## src/hdl/method_descriptor_validator_macros.svh

```systemverilog
// ---------------------------------------------------------------------------
// method descriptor validator assertion macros
// shared concurrent assertion forms, sampled on clock, disabled in reset
// ---------------------------------------------------------------------------
`ifndef METHOD_DESCRIPTOR_VALIDATOR_MACROS_SVH
`define METHOD_DESCRIPTOR_VALIDATOR_MACROS_SVH

// condition holds at every edge
`define MDV_ASSERT_HOLDS(label, cond, msg) \
   label: assert property (@(posedge clock) disable iff (reset) (cond)) else $error(msg);

// antecedent implies consequent in the same cycle
`define MDV_ASSERT_IMPLIES(label, ante, cons, msg) \
   label: assert property (@(posedge clock) disable iff (reset) (ante) |-> (cons)) \
      else $error(msg);

// antecedent implies consequent in the next cycle
`define MDV_ASSERT_NEXT(label, ante, cons, msg) \
   label: assert property (@(posedge clock) disable iff (reset) (ante) |=> (cons)) \
      else $error(msg);

`endif

```

## src/hdl/mdv_pkg.sv

```systemverilog
// ---------------------------------------------------------------------------
// mdv_pkg
// character codes, error codes and result types of the method descriptor
// validator
// ---------------------------------------------------------------------------
`default_nettype none

package mdv_pkg;

   localparam logic [7:0] CH_OPEN  = 8'h28; // (
   localparam logic [7:0] CH_CLOSE = 8'h29; // )
   localparam logic [7:0] CH_ARRAY = 8'h5B; // [
   localparam logic [7:0] CH_CLASS = 8'h4C; // L
   localparam logic [7:0] CH_SEMI  = 8'h3B; // ;
   localparam logic [7:0] CH_SLASH = 8'h2F; // /
   localparam logic [7:0] CH_DOT   = 8'h2E; // .
   localparam logic [7:0] CH_VOID  = 8'h56; // V
   localparam logic [7:0] CH_LONG  = 8'h4A; // J
   localparam logic [7:0] CH_DBL   = 8'h44; // D
   localparam logic [7:0] CH_BOOL  = 8'h5A; // Z
   localparam logic [7:0] CH_BYTE  = 8'h42; // B
   localparam logic [7:0] CH_CHAR  = 8'h43; // C
   localparam logic [7:0] CH_SHORT = 8'h53; // S
   localparam logic [7:0] CH_INT   = 8'h49; // I
   localparam logic [7:0] CH_FLOAT = 8'h46; // F

   typedef logic [3:0] err_type;

   localparam err_type ERR_NONE       = 4'd0;
   localparam err_type ERR_OPEN_PAREN = 4'd1;
   localparam err_type ERR_DIMS       = 4'd2;
   localparam err_type ERR_EARLY_END  = 4'd3;
   localparam err_type ERR_TERMINATOR = 4'd4;
   localparam err_type ERR_CLASS_NAME = 4'd5;
   localparam err_type ERR_MARKER     = 4'd6;
   localparam err_type ERR_VOID       = 4'd7;
   localparam err_type ERR_SLOTS      = 4'd8;
   localparam err_type ERR_CLOSE      = 4'd9;
   localparam err_type ERR_NO_RESULT  = 4'd10;
   localparam err_type ERR_TRAILING   = 4'd11;

   typedef enum logic [1:0] {
      NS_EMPTY = 2'd0,
      NS_OK    = 2'd1,
      NS_SLASH = 2'd2,
      NS_BAD   = 2'd3
   } name_scan_type;

   localparam logic [7:0] PARAMS_SAT = 8'hFF;

   typedef struct packed {
      err_type     error_code;
      logic [15:0] error_offset;
      logic        type_done;
      logic        type_is_return;
      logic        type_is_array;
      logic        type_is_primitive;
      logic [1:0]  type_slots;
      logic [7:0]  param_count;
      logic [7:0]  slots_total;
      logic        accepted;
   } rsp_type;

endpackage

`default_nettype wire

```

## src/hdl/method_descriptor_validator.sv

```systemverilog
// one request per cycle while req_stall is low; each response is registered before output
// parse state and the response are computed in a single pass from the state registers
// a skid entry behind the output register takes one more request while rsp_stall is high,
// then req_stall rises until the skid entry has moved to the output register
// synchronous active-high reset returns to expecting the open paren, no responses pending
// the final byte of each descriptor also returns the parser to its reset state
// ---------------------------------------------------------------------------
// method_descriptor_validator
// streaming checker for method type descriptors, one byte per request,
// reporting each completed type token, the first error and acceptance
// ---------------------------------------------------------------------------
`default_nettype none

`include "method_descriptor_validator_macros.svh"

module method_descriptor_validator
   import mdv_pkg::*;
#(
   parameter int MAX_ARRAY_DIMS  = 255,
   parameter int MAX_PARAM_SLOTS = 255,
   parameter int MAX_LENGTH      = 65535
) (
   input  wire logic        clock,
   input  wire logic        reset,
   input  wire logic        req_valid,
   output logic             req_stall,
   input  wire logic [7:0]  req_char_in,
   input  wire logic        req_last,
   output logic             rsp_valid,
   input  wire logic        rsp_stall,
   output logic [3:0]       rsp_error_code,
   output logic [15:0]      rsp_error_offset,
   output logic             rsp_type_done,
   output logic             rsp_type_is_return,
   output logic             rsp_type_is_array,
   output logic             rsp_type_is_primitive,
   output logic [1:0]       rsp_type_slots,
   output logic [7:0]       rsp_param_count,
   output logic [7:0]       rsp_slots_total,
   output logic             rsp_accepted
);

   localparam logic [8:0]  MaxDims  = 9'(MAX_ARRAY_DIMS);
   localparam logic [9:0]  MaxSlots = 10'(MAX_PARAM_SLOTS);
   localparam logic [16:0] MaxLen17 = 17'(MAX_LENGTH);
   localparam logic [15:0] MaxLen   = 16'(MAX_LENGTH);

   typedef enum logic [2:0] {
      PH_OPEN   = 3'd0,
      PH_PARAM  = 3'd1,
      PH_PNAME  = 3'd2,
      PH_RESULT = 3'd3,
      PH_RNAME  = 3'd4,
      PH_DONE   = 3'd5
   } phase_type;

   phase_type     phase_ff, phase_in;
   logic [8:0]    dim_ff, dim_in;
   logic [8:0]    slot_sum_ff, slot_sum_in;
   logic [15:0]   pos_ff, pos_in;
   logic [15:0]   tok_ff, tok_in;
   logic [15:0]   name_start_ff, name_start_in;
   name_scan_type scan_ff, scan_in;
   logic [7:0]    params_ff, params_in;
   err_type       err_ff, err_in;
   logic [15:0]   err_pos_ff, err_pos_in;

   logic          rsp_valid_ff;
   rsp_type       rsp_ff;
   logic          skid_full_ff;
   rsp_type       skid_ff;

   logic          req_accept;
   logic          rsp_open;
   rsp_type       rsp_in;

   logic [16:0]   pos_inc;
   logic [15:0]   nxt;
   logic [15:0]   tok_eff;
   logic          is_ret;
   logic          is_prim;
   logic [8:0]    dim_inc;
   logic [9:0]    slot_add;

   err_type       raise_code;
   logic [15:0]   raise_off;
   logic          fin_req;
   logic          fin_ret;
   logic          fin_prim;
   logic [1:0]    fin_slots;
   logic          fin_ok;
   logic          o_done;
   logic          o_ret;
   logic          o_arr;
   logic          o_prim;
   logic [1:0]    o_slots;
   err_type       err_new;
   logic [15:0]   err_pos_new;

   assign req_accept = req_valid && !skid_full_ff;
   assign req_stall  = skid_full_ff;
   assign rsp_open   = !rsp_valid_ff || !rsp_stall;

   assign pos_inc = {1'b0, pos_ff} + 17'd1;
   assign nxt     = (pos_inc > MaxLen17) ? MaxLen : pos_inc[15:0];
   assign tok_eff = (dim_ff == 9'd0) ? pos_ff : tok_ff;
   assign dim_inc = dim_ff + 9'd1;

   always_comb begin
      case (req_char_in) inside
         CH_BOOL, CH_BYTE, CH_CHAR, CH_SHORT, CH_INT,
         CH_LONG, CH_FLOAT, CH_DBL, CH_VOID: is_prim = 1'b1;
         default:                            is_prim = 1'b0;
      endcase
   end

   // byte decode
   always_comb begin
      phase_in      = phase_ff;
      dim_in        = dim_ff;
      tok_in        = tok_ff;
      name_start_in = name_start_ff;
      scan_in       = scan_ff;
      raise_code    = ERR_NONE;
      raise_off     = 16'd0;
      fin_req       = 1'b0;
      fin_ret       = 1'b0;
      fin_prim      = 1'b0;
      fin_slots     = 2'd0;
      is_ret        = (phase_ff == PH_RESULT) || (phase_ff == PH_RNAME);

      if (err_ff == ERR_NONE) begin
         unique case (phase_ff)
            PH_OPEN: begin
               if (req_char_in != CH_OPEN) begin
                  raise_code = ERR_OPEN_PAREN;
                  raise_off  = pos_ff;
               end else begin
                  phase_in = PH_PARAM;
                  if (req_last) begin
                     raise_code = ERR_CLOSE;
                     raise_off  = nxt;
                  end
               end
            end
            PH_PARAM, PH_RESULT: begin
               if (!is_ret && req_char_in == CH_CLOSE && dim_ff == 9'd0) begin
                  phase_in = PH_RESULT;
                  if (req_last) begin
                     raise_code = ERR_NO_RESULT;
                     raise_off  = nxt;
                  end
               end else if (req_char_in == CH_ARRAY) begin
                  tok_in = tok_eff;
                  dim_in = dim_inc;
                  if (dim_inc > MaxDims) begin
                     raise_code = ERR_DIMS;
                     raise_off  = tok_eff;
                  end else if (req_last) begin
                     raise_code = ERR_EARLY_END;
                     raise_off  = nxt;
                  end
               end else if (req_char_in == CH_CLASS) begin
                  tok_in        = tok_eff;
                  name_start_in = nxt;
                  scan_in       = NS_EMPTY;
                  phase_in      = is_ret ? PH_RNAME : PH_PNAME;
                  if (req_last) begin
                     raise_code = ERR_TERMINATOR;
                     raise_off  = nxt;
                  end
               end else if (is_prim) begin
                  tok_in = tok_eff;
                  if (req_char_in == CH_VOID && (!is_ret || dim_ff != 9'd0)) begin
                     raise_code = ERR_VOID;
                     raise_off  = tok_eff;
                  end else begin
                     fin_req  = 1'b1;
                     fin_ret  = is_ret;
                     fin_prim = (dim_ff == 9'd0);
                     if (dim_ff == 9'd0 && (req_char_in == CH_LONG || req_char_in == CH_DBL)) begin
                        fin_slots = 2'd2;
                     end else if (req_char_in == CH_VOID) begin
                        fin_slots = 2'd0;
                     end else begin
                        fin_slots = 2'd1;
                     end
                  end
               end else begin
                  raise_code = ERR_MARKER;
                  raise_off  = pos_ff;
               end
            end
            PH_PNAME, PH_RNAME: begin
               if (req_char_in == CH_SEMI) begin
                  if (scan_ff == NS_OK) begin
                     fin_req   = 1'b1;
                     fin_ret   = is_ret;
                     fin_prim  = 1'b0;
                     fin_slots = 2'd1;
                  end else begin
                     raise_code = ERR_CLASS_NAME;
                     raise_off  = name_start_ff;
                  end
               end else begin
                  if (scan_ff != NS_BAD) begin
                     if (req_char_in == CH_SLASH) begin
                        scan_in = (scan_ff == NS_OK) ? NS_SLASH : NS_BAD;
                     end else if (req_char_in == CH_DOT || req_char_in == CH_ARRAY ||
                                  req_char_in == CH_OPEN || req_char_in == CH_CLOSE) begin
                        scan_in = NS_BAD;
                     end else begin
                        scan_in = NS_OK;
                     end
                  end
                  if (req_last) begin
                     raise_code = ERR_TERMINATOR;
                     raise_off  = name_start_ff;
                  end
               end
            end
            default: begin
               raise_code = ERR_TRAILING;
               raise_off  = pos_ff;
            end
         endcase
      end
   end

   // token completion
   assign slot_add = {1'b0, slot_sum_ff} + {8'd0, fin_slots};

   always_comb begin
      slot_sum_in = slot_sum_ff;
      params_in   = params_ff;
      fin_ok      = 1'b0;
      o_done      = 1'b0;
      o_ret       = 1'b0;
      o_arr       = 1'b0;
      o_prim      = 1'b0;
      o_slots     = 2'd0;
      err_new     = err_ff;
      err_pos_new = err_pos_ff;

      if (raise_code != ERR_NONE) begin
         err_new     = raise_code;
         err_pos_new = raise_off;
      end

      if (fin_req) begin
         if (!fin_ret && slot_add > MaxSlots) begin
            err_new     = ERR_SLOTS;
            err_pos_new = nxt;
         end else begin
            fin_ok = 1'b1;
            if (!fin_ret) begin
               slot_sum_in = slot_add[8:0];
               if (params_ff != PARAMS_SAT) begin
                  params_in = params_ff + 8'd1;
               end
               if (req_last) begin
                  err_new     = ERR_CLOSE;
                  err_pos_new = nxt;
               end
            end
            o_done  = 1'b1;
            o_ret   = fin_ret;
            o_arr   = (dim_ff != 9'd0);
            o_prim  = fin_prim;
            o_slots = fin_slots;
         end
      end
   end

   always_comb begin
      rsp_in.error_code        = err_new;
      rsp_in.error_offset      = err_pos_new;
      rsp_in.type_done         = o_done;
      rsp_in.type_is_return    = o_ret;
      rsp_in.type_is_array     = o_arr;
      rsp_in.type_is_primitive = o_prim;
      rsp_in.type_slots        = o_slots;
      rsp_in.param_count       = params_in;
      rsp_in.slots_total       = slot_sum_in[7:0];
      rsp_in.accepted          = req_last && (err_new == ERR_NONE) &&
                                 (fin_ok ? fin_ret : (phase_in == PH_DONE));
      pos_in     = nxt;
      err_in     = err_new;
      err_pos_in = err_pos_new;
   end

   // parser state
   always_ff @(posedge clock) begin
      if (reset) begin
         phase_ff      <= PH_OPEN;
         dim_ff        <= 9'd0;
         slot_sum_ff   <= 9'd0;
         pos_ff        <= 16'd0;
         tok_ff        <= 16'd0;
         name_start_ff <= 16'd0;
         scan_ff       <= NS_EMPTY;
         params_ff     <= 8'd0;
         err_ff        <= ERR_NONE;
         err_pos_ff    <= 16'd0;
      end else if (req_accept) begin
         if (req_last) begin
            phase_ff      <= PH_OPEN;
            dim_ff        <= 9'd0;
            slot_sum_ff   <= 9'd0;
            pos_ff        <= 16'd0;
            tok_ff        <= 16'd0;
            name_start_ff <= 16'd0;
            scan_ff       <= NS_EMPTY;
            params_ff     <= 8'd0;
            err_ff        <= ERR_NONE;
            err_pos_ff    <= 16'd0;
         end else begin
            phase_ff      <= fin_ok ? (fin_ret ? PH_DONE : PH_PARAM) : phase_in;
            dim_ff        <= fin_ok ? 9'd0 : dim_in;
            slot_sum_ff   <= slot_sum_in;
            pos_ff        <= pos_in;
            tok_ff        <= tok_in;
            name_start_ff <= name_start_in;
            scan_ff       <= scan_in;
            params_ff     <= params_in;
            err_ff        <= err_in;
            err_pos_ff    <= err_pos_in;
         end
      end
   end

   // response register and skid
   always_ff @(posedge clock) begin
      if (reset) begin
         rsp_valid_ff <= 1'b0;
         skid_full_ff <= 1'b0;
      end else if (rsp_open) begin
         if (skid_full_ff) begin
            rsp_valid_ff <= 1'b1;
            skid_full_ff <= 1'b0;
         end else begin
            rsp_valid_ff <= req_accept;
         end
      end else if (req_accept) begin
         skid_full_ff <= 1'b1;
      end
   end

   always_ff @(posedge clock) begin
      if (rsp_open) begin
         if (skid_full_ff) begin
            rsp_ff <= skid_ff;
         end else if (req_accept) begin
            rsp_ff <= rsp_in;
         end
      end else if (req_accept) begin
         skid_ff <= rsp_in;
      end
   end

   assign rsp_valid             = rsp_valid_ff;
   assign rsp_error_code        = rsp_ff.error_code;
   assign rsp_error_offset      = rsp_ff.error_offset;
   assign rsp_type_done         = rsp_ff.type_done;
   assign rsp_type_is_return    = rsp_ff.type_is_return;
   assign rsp_type_is_array     = rsp_ff.type_is_array;
   assign rsp_type_is_primitive = rsp_ff.type_is_primitive;
   assign rsp_type_slots        = rsp_ff.type_slots;
   assign rsp_param_count       = rsp_ff.param_count;
   assign rsp_slots_total       = rsp_ff.slots_total;
   assign rsp_accepted          = rsp_ff.accepted;

   `MDV_ASSERT_IMPLIES(a_skid_behind_rsp, skid_full_ff, rsp_valid_ff, "skid full with output empty")
   `MDV_ASSERT_IMPLIES(a_accept_clean, rsp_valid_ff && rsp_ff.accepted, rsp_ff.error_code == ERR_NONE, "accepted with error")
   `MDV_ASSERT_NEXT(a_err_sticky, req_accept && !req_last && err_ff != ERR_NONE, err_ff == $past(err_ff) && err_pos_ff == $past(err_pos_ff), "error not sticky")

endmodule

`default_nettype wire

```

## config.mk

```make
export PLATFORM = sky130hd
export DESIGN_NAME = method_descriptor_validator
export DESIGN_NICKNAME = d
export VERILOG_FILES = /design/src/hdl/mdv_pkg.sv /design/src/hdl/method_descriptor_validator.sv
export VERILOG_INCLUDE_DIRS = /design/src /design/src/hdl
export SDC_FILE = /design/constraint.sdc
export NUM_CORES = 1
export LEC_CHECK = 0
export BUFFER_PORTS_ARGS = -buffer_cell sky130_fd_sc_hd__buf_2
export CORE_MARGIN = 4
export CORE_UTILIZATION = 53
export CTS_BUF_LIST = sky130_fd_sc_hd__clkbuf_4
export CTS_CLUSTER_DIAMETER = 60
export DETAILED_ROUTE_END_ITERATION = 10
export GPL_ROUTABILITY_DRIVEN = 0
export MAX_ROUTING_LAYER = met4
export PLACE_DENSITY = 0.67
export SLEW_MARGIN = 20
export SYNTH_ARGS = -nofsm -noshare
export SYNTH_HDL_FRONTEND = slang
export SYNTH_SLANG_ARGS = --single-unit
```

## constraint.sdc

```tcl
create_clock -name clock -period 11.25 [get_ports clock]
set_input_delay 0.5625 -clock clock [delete_from_list [all_inputs] [get_ports clock]]
set_output_delay 0.5625 -clock clock [all_outputs]
set_load 0.03 [all_outputs]
```

### After elaboration in Yosys (flattened, before gate mapping)

Index checks and enable logic that the tools add are counted.

* eq/ne operators: 35
* order comparisons: 3
* bitwise gates (word level): 1
* reduce and logical (&&, ||, !) cells: 47
* $add $sub $neg: 4
* muxes and demuxes: 143

Operators by type and width (number)
* 16-bit 2-to-1 mux: 34
* 9-bit 2-to-1 mux: 10
* 8-bit by 7-bit equality test with 1-bit output (second input constant): 11
* 43-bit 2-to-1 mux: 2
* 4-bit 2-to-1 mux: 15
* 16-bit case mux with 3 select lines: 1
* 8-bit by 6-bit equality test with 1-bit output (second input constant): 5
* 2-bit 2-to-1 mux: 20
* 8-bit 2-to-1 mux: 5
* 1-bit 2-to-1 mux: 38
* 3-bit 2-to-1 mux: 12
* 3-bit != test (second input constant): 6
* 16-bit by 1-bit adder with 17-bit output (second input constant): 1
* 17-bit by 16-bit greater-than comparator with 1-bit output (second input constant): 1
* 4-bit case mux with 3 select lines: 1
* 3-bit nonzero test: 4
* 9-bit by 2-bit adder with 10-bit output: 1
* 10-bit by 8-bit greater-than comparator with 1-bit output (second input constant): 1
* 2-bit != test (second input constant): 5
* 5-bit AND reduction: 2
* 2-bit nonzero test: 5
* 9-bit by 1-bit adder with 9-bit output (second input constant): 1
* 9-bit by 8-bit greater-than comparator with 1-bit output (second input constant): 1
* 9-bit zero test: 1
* 24 further kinds: 50

* register bits after elaboration: 187
* logic and storage cells: 266
* output and inout bits: 45
* input port bits: 13

### Depth between registers and ports, before layout

* depth in word-level cells: 23
* mapped depth: 21

### Least setup slack after synthesis

OpenSTA, ideal clock, no wires.

* kind: input to register
* start: input req_char_in[7]
* end: register rsp_ff, in the netlist rsp_error_offset[11], data pin
* arrival time: 4.435 ns
* library setup time: 0.260 ns
* buffers on the path: 2
* setup slack: 6.554 ns
* stages: 15
* path through: nor3b_1 -> o31a_1 -> o21a_1 -> nand2_1 -> or4_1 -> fa_1 -> nor3b_1 -> mux2_2 -> nor2_1 -> or3_1 -> buf_6 -> and2_4 -> buf_6 -> a221o_1 -> mux2_4

* word-level cells in the longest chain between the ends: 18

RTL lines
* start, declared: line method_descriptor_validator.sv:27 `input wire logic [7:0] req_char_in,`
* 8-bit by 7-bit equality test with 1-bit output: line method_descriptor_validator.sv:181 `if (dim_ff == 9'd0 && (req_char_in == CH_LONG || req_char_in == CH_DBL)) begin`
* 1-bit logical OR: line method_descriptor_validator.sv:181
* 1-bit logical AND: line method_descriptor_validator.sv:181
* 2-bit 2-to-1 mux: line method_descriptor_validator.sv:181
* 2-bit 2-to-1 mux: line method_descriptor_validator.sv:174 `if (req_char_in == CH_VOID && (!is_ret || dim_ff != 9'd0)) begin`
* 2-bit 2-to-1 mux: line method_descriptor_validator.sv:172 `end else if (is_prim) begin`
* 2-bit 2-to-1 mux: line method_descriptor_validator.sv:163 `end else if (req_char_in == CH_CLASS) begin`
* 2-bit 2-to-1 mux: line method_descriptor_validator.sv:153 `end else if (req_char_in == CH_ARRAY) begin`
* [... 3 more ...]
* 9-bit by 2-bit adder with 10-bit output: line method_descriptor_validator.sv:231 `assign slot_add = {1'b0, slot_sum_ff} + {8'd0, fin_slots};`
* 10-bit by 8-bit greater-than comparator with 1-bit output: line method_descriptor_validator.sv:251 `if (!fin_ret && slot_add > MaxSlots) begin`
* 1-bit logical AND: line method_descriptor_validator.sv:251
* 16-bit 2-to-1 mux: line method_descriptor_validator.sv:251
* 16-bit 2-to-1 mux *: line method_descriptor_validator.sv:250 `if (fin_req) begin`
* via err_pos_in[11]: line method_descriptor_validator.sv:66 `logic [15:0] err_pos_ff, err_pos_in;`
* 43-bit 2-to-1 mux *: line method_descriptor_validator.sv:353 `end else if (req_accept) begin`
* 43-bit 2-to-1 mux *: line method_descriptor_validator.sv:351 `if (skid_full_ff) begin`
* end signal, assigned: line method_descriptor_validator.sv:352 `rsp_ff <= skid_ff;`
* end signal, assigned: line method_descriptor_validator.sv:354 `rsp_ff <= rsp_in;`
* end, declared: line method_descriptor_validator.sv:69 `rsp_type rsp_ff;`

The timed path passes the listed nets; every way through them passes the cells marked *. The select of a mux whose other input is x is not followed.
A chain may end at the register's enable or synchronous reset.

### Final worst setup path

* start: register dim_ff[0]
* end: register rsp_ff, in the netlist rsp_error_offset[1], data pin

* word-level cells in the longest chain between the ends: 18

RTL lines
* start, declared: line method_descriptor_validator.sv:58 `logic [8:0] dim_ff, dim_in;`
* start signal, assigned: line method_descriptor_validator.sv:319 `dim_ff <= fin_ok ? 9'd0 : dim_in;`
* parallel branches: the longest is 15 deep, another holds 9-bit by 2-bit adder with 10-bit output
* 16-bit 2-to-1 mux *: line method_descriptor_validator.sv:250
* via err_pos_in[1]: line method_descriptor_validator.sv:66
* 43-bit 2-to-1 mux *: line method_descriptor_validator.sv:353
* 43-bit 2-to-1 mux *: line method_descriptor_validator.sv:351

Mark *: on every way through the listed nets, which the timed path passes. The select of a mux whose other input is x is not followed.

==> results.txt <==
The synthesis-stage register bit count is roughly 190. The worst hold path passes through 3 cells. The predominant post-synthesis flop cell is dfxtp_1. In the layout the commonest cells are nor2_1 (109), dfxtp_1 (101), edfxtp_1 (86).

The instance count of the mapped netlist is 1060. For the worst flop-to-flop path, the logic depth is 16. The final hold violation count is 0. TritonCTS built the clock tree. The number of sinks on the clock net came out at roughly 190. The analysis attributes to cell leakage a power of 0.00393 uW. The number of nets produced by synthesis is around 1100.

The number of antenna violations at the first check in global routing came out at 1. In this run the horizontal extent of the chip is 145 um. The transition time at the pin with the least slew margin came out at just under 1000 ps. The run finished with clean final reports. The worst register-to-register path begins at dim_ff[0]$_SDFFE_PP0P_. Setup repair after global routing left no endpoint under its margin. The first routing iteration left 1001 violations. Counting the fill cells in the layout gives 1675. During placement, the flow inserted port buffers numbering 57. The worst setup path is captured at a flip-flop. The fmax is ~190 MHz.

The count of flip-flops with a built-in enable after synthesis is 86. The post-cts resize count came out at 0. The post-synthesis cell type count is between 90 and 100. The standard-cell row count is 50. Summed over all nets, the half-perimeter wirelength after detailed placement is ~17000 um. The worst hold path terminates at rsp_valid$_SDFFE_PP0P_. The mean cell area of the mapped netlist is roughly 9.5 um^2.

The first TritonRoute pass finished after 6 iterations. In this run the most critical hold path is launched from req_valid. The floorplan step defined a core boundary enclosing 18600 um^2. Measured against its own limit, the worst slew margin works out to between 30% and 40%.

The final layout net count is ~1100. For this run, asynchronously set or reset flops after synthesis account for 0%. The number of placed I/O pins is 58. Across all register-to-register paths, the minimum setup slack is approximately 5900 ps. The number of design rule violations left after detail routing came out at 0.

The critical path launch point type is a flip-flop. From bottom edge to top edge, the die measures between 100 and 150 um. The leftover overflow at the end of global routing came out at 0.

The clock period could shrink to 5360 ps. In the final routed layout, each cell accounts on average for between 15 and 20 um. The all-layer global routing usage came out at about 25%. The maximum number of pins on one net before global-route repair came out at 76. The longest clock path from root to sink contains 2 buffers. In the routed layout, each cell is associated on average with a via count of roughly 6.4. The post-detailed-route count of antenna-violating nets came out at 0. The number of endpoints failing setup at the final stage is 0. Setup total negative slack on the finished layout was measured at 0 ps. The tightest min-delay check is of the in -> reg type. The worst-case clock skew is about 29 ps. From synthesis to final layout, the design area changed by 7.11%. The final wirelength is around 26000 um.

The final cycle utilization of the critical path came out at around 48%. In this run the cell area of the synthesized design comes to about 10000 um^2. The clock buffer count from CTS came out at 17. The clock-pin transition on the worst setup and hold timing paths came out at approximately 150 ps.

The number of synthesis warnings came out at 0. The total power per unit cell area is ~110 nW/um^2. The H-tree depth came out at 4. Cells fill approximately 58% of the core in the end. The global-route wire length before repair is between 40000 and 50000 um. Detailed routing inserted a total of roughly 8500 vias.

The via count of the first global-routing pass is just under 8000. The required time at the worst-slack endpoint came out at about 12000 ps. The count of final max-slew check failures was 0.

The proportion of layout cells with a drive suffix above 1 came out at 16.9%. The number of max-cap violations came out at 0. The die covers 21200 um^2. Leaving out fill and tap cells, the most frequent cell in the layout is nor2_1.

In this run the worst path has a maximum fanout of 13. The worst-case vdd ir drop came out at between 0.05 and 0.06 mV. The worst setup path is of the reg -> reg kind. The critical path data arrival time came out at around 5700 ps.

The insertion delay to the later sink of the worst-skew pair came out at around 600 ps. The terminus of the critical flop-to-flop path is rsp_error_offset[1]$_DFFE_PP_. The sequential-to-total area share from yosys stat came out at roughly 46%. The tree is rooted in a clkbuf_4. The number of buffers inserted by hold repair at cts came out at 0.

The starting density of the core is between 50% and 60%. Post-CTS timing repair inserted 0 buffers for setup.
## cells in the mapped netlist, drive strengths merged, types with 4 or more instances
cell type  instances  area, um^2
o22ai             11        68.8
nand4             17         106
or3               12        75.1
nand2b            17         106
a211oi            12        90.1
nor3b              9        72.6
a21o              15         113
a211o              7        61.3
dfxtp            101        2020
a311oi             4        35.0
ha                 8         100
edfxtp            86        2580
or4                6        45.0
nor2             112         439
and3              11        73.8
o21a               9        67.6
nor3              38         205
or2                4        25.0
nand2             76         285
xor2              12         105
o31ai              4        30.0
a221o             17         170
nand3             32         160
mux2              38         447
nand3b             5        37.5
o21ai             44         220
a41oi              4        35.0
and2              12        77.6
inv               16        62.6
xnor2              9        78.8
clkbuf            61         230
a22o              13         114
a22oi             35         263
nor2b              9        56.3
mux2i             11         110
buf               23         126
a21oi             73         365
o221ai             4        41.3
a31oi             25         156
nor4               7        50.1
## worst max-delay path by stage
stage / cells past startpoint / start / endpoint
after floorplan: 15 / req_char_in[7] / rsp_error_offset[11]$_DFFE_PP_
after global placement: 13 / req_char_in[7] / rsp_param_count[6]$_DFFE_PP_
after detailed placement: 15 / req_char_in[1] / rsp_error_offset[7]$_DFFE_PP_
after CTS: 16 / dim_ff[0]$_SDFFE_PP0P_ / rsp_error_offset[1]$_DFFE_PP_
after global routing: 16 / dim_ff[0]$_SDFFE_PP0P_ / rsp_error_offset[1]$_DFFE_PP_
final: 16 / dim_ff[0]$_SDFFE_PP0P_ / rsp_error_offset[1]$_DFFE_PP_
## per-stage QoR
| stage | hold WS (ps) | power, uW | std cells | setup WS, ps | cell area, um^2 |
|---|---|---|---|---|---|
| floorplan | 425 | 811 | 1060 | 6550 | 10000 |
| global placement | 435 | 841 | 1287 | 5980 | 10400 |
| detailed placement | 453 | 841 | 1287 | 5870 | 10400 |
| CTS | 312 | 1200 | 1319 | 5950 | 10700 |
| global route | 319 | 1240 | 1321 | 5620 | 10700 |
| finish | 343 | 1190 | 1321 | 5890 | 10700 |
## power by group
group,internal [uW],switching (uW),leakage [uW],total (uW)
Combinational,25.6,73.2,0.00215,98.8
Clock,100,261,0.000153,361
Sequential,723,4.57,0.00163,728
Total,849,339,0.00393,1190
## flip-flops by register name, summed over array words and instances, names as in the netlist, 2 cells and up
register and cells:
skid_ff 43, err_pos_ff 16, name_start_ff 16, pos_ff 16
rsp_error_offset 16, tok_ff 16, dim_ff 9, slot_sum_ff 9
params_ff 8, rsp_param_count 8, rsp_slots_total 8, err_ff 4
rsp_error_code 4, phase_ff 3, rsp_type_slots 2, scan_ff 2
## cell families (layout without fill, tap and decap cells)
logic type,Yosys count,after routing,synth area share (%)
and+or+nand+nor,381,381,19.6
AOI/OAI and AO/OA,313,313,21.7
DFF,187,187,46.0
buffers and inverters,100,126,4.18
muxes,49,49,5.56
xor gates and xnor gates,21,21,1.84
adders and majority gates,9,9,1.20
other,0,1,0
## metal layers
layer,vias to the layer above,track usage [%],share of wire [%],wire length (um)
li1,4022,-,-,-
met1,4005,37.3,48,12500
met2,429,35.8,42,10900
met3,50,4.98,8.1,2100
met4,0,6.46,1.8,462
met5,-,-,0,0
## worst max-delay path, cell delays in order, from the launching register on
cell	delay (ps)
dfxtp_1	420
inv_1	100
ha_1	210
nor4b_4	140
nand2_1	320
or3_1	330
and3_4	250
nand2_1	120
or4_1	660
fa_1	520
nor3b_1	260
mux2_2	260
nor2_1	90
or3_1	520
and2_4	290
a221o_1	370
mux2_2	270
## area by class of cell
type	instances	area (um^2)	share of cell area, %
repair buffers	78	447	4.16
clock buffers	17	128	1.19
multi-input cells	773	5050	47.0
clock inverters	15	148	1.38
well taps	234	293	2.73
diodes	1	2.50	0.0233
flip-flops and latches	187	4600	42.9
inverters	16	62.6	0.583
(Power assumes the default switching activity.)
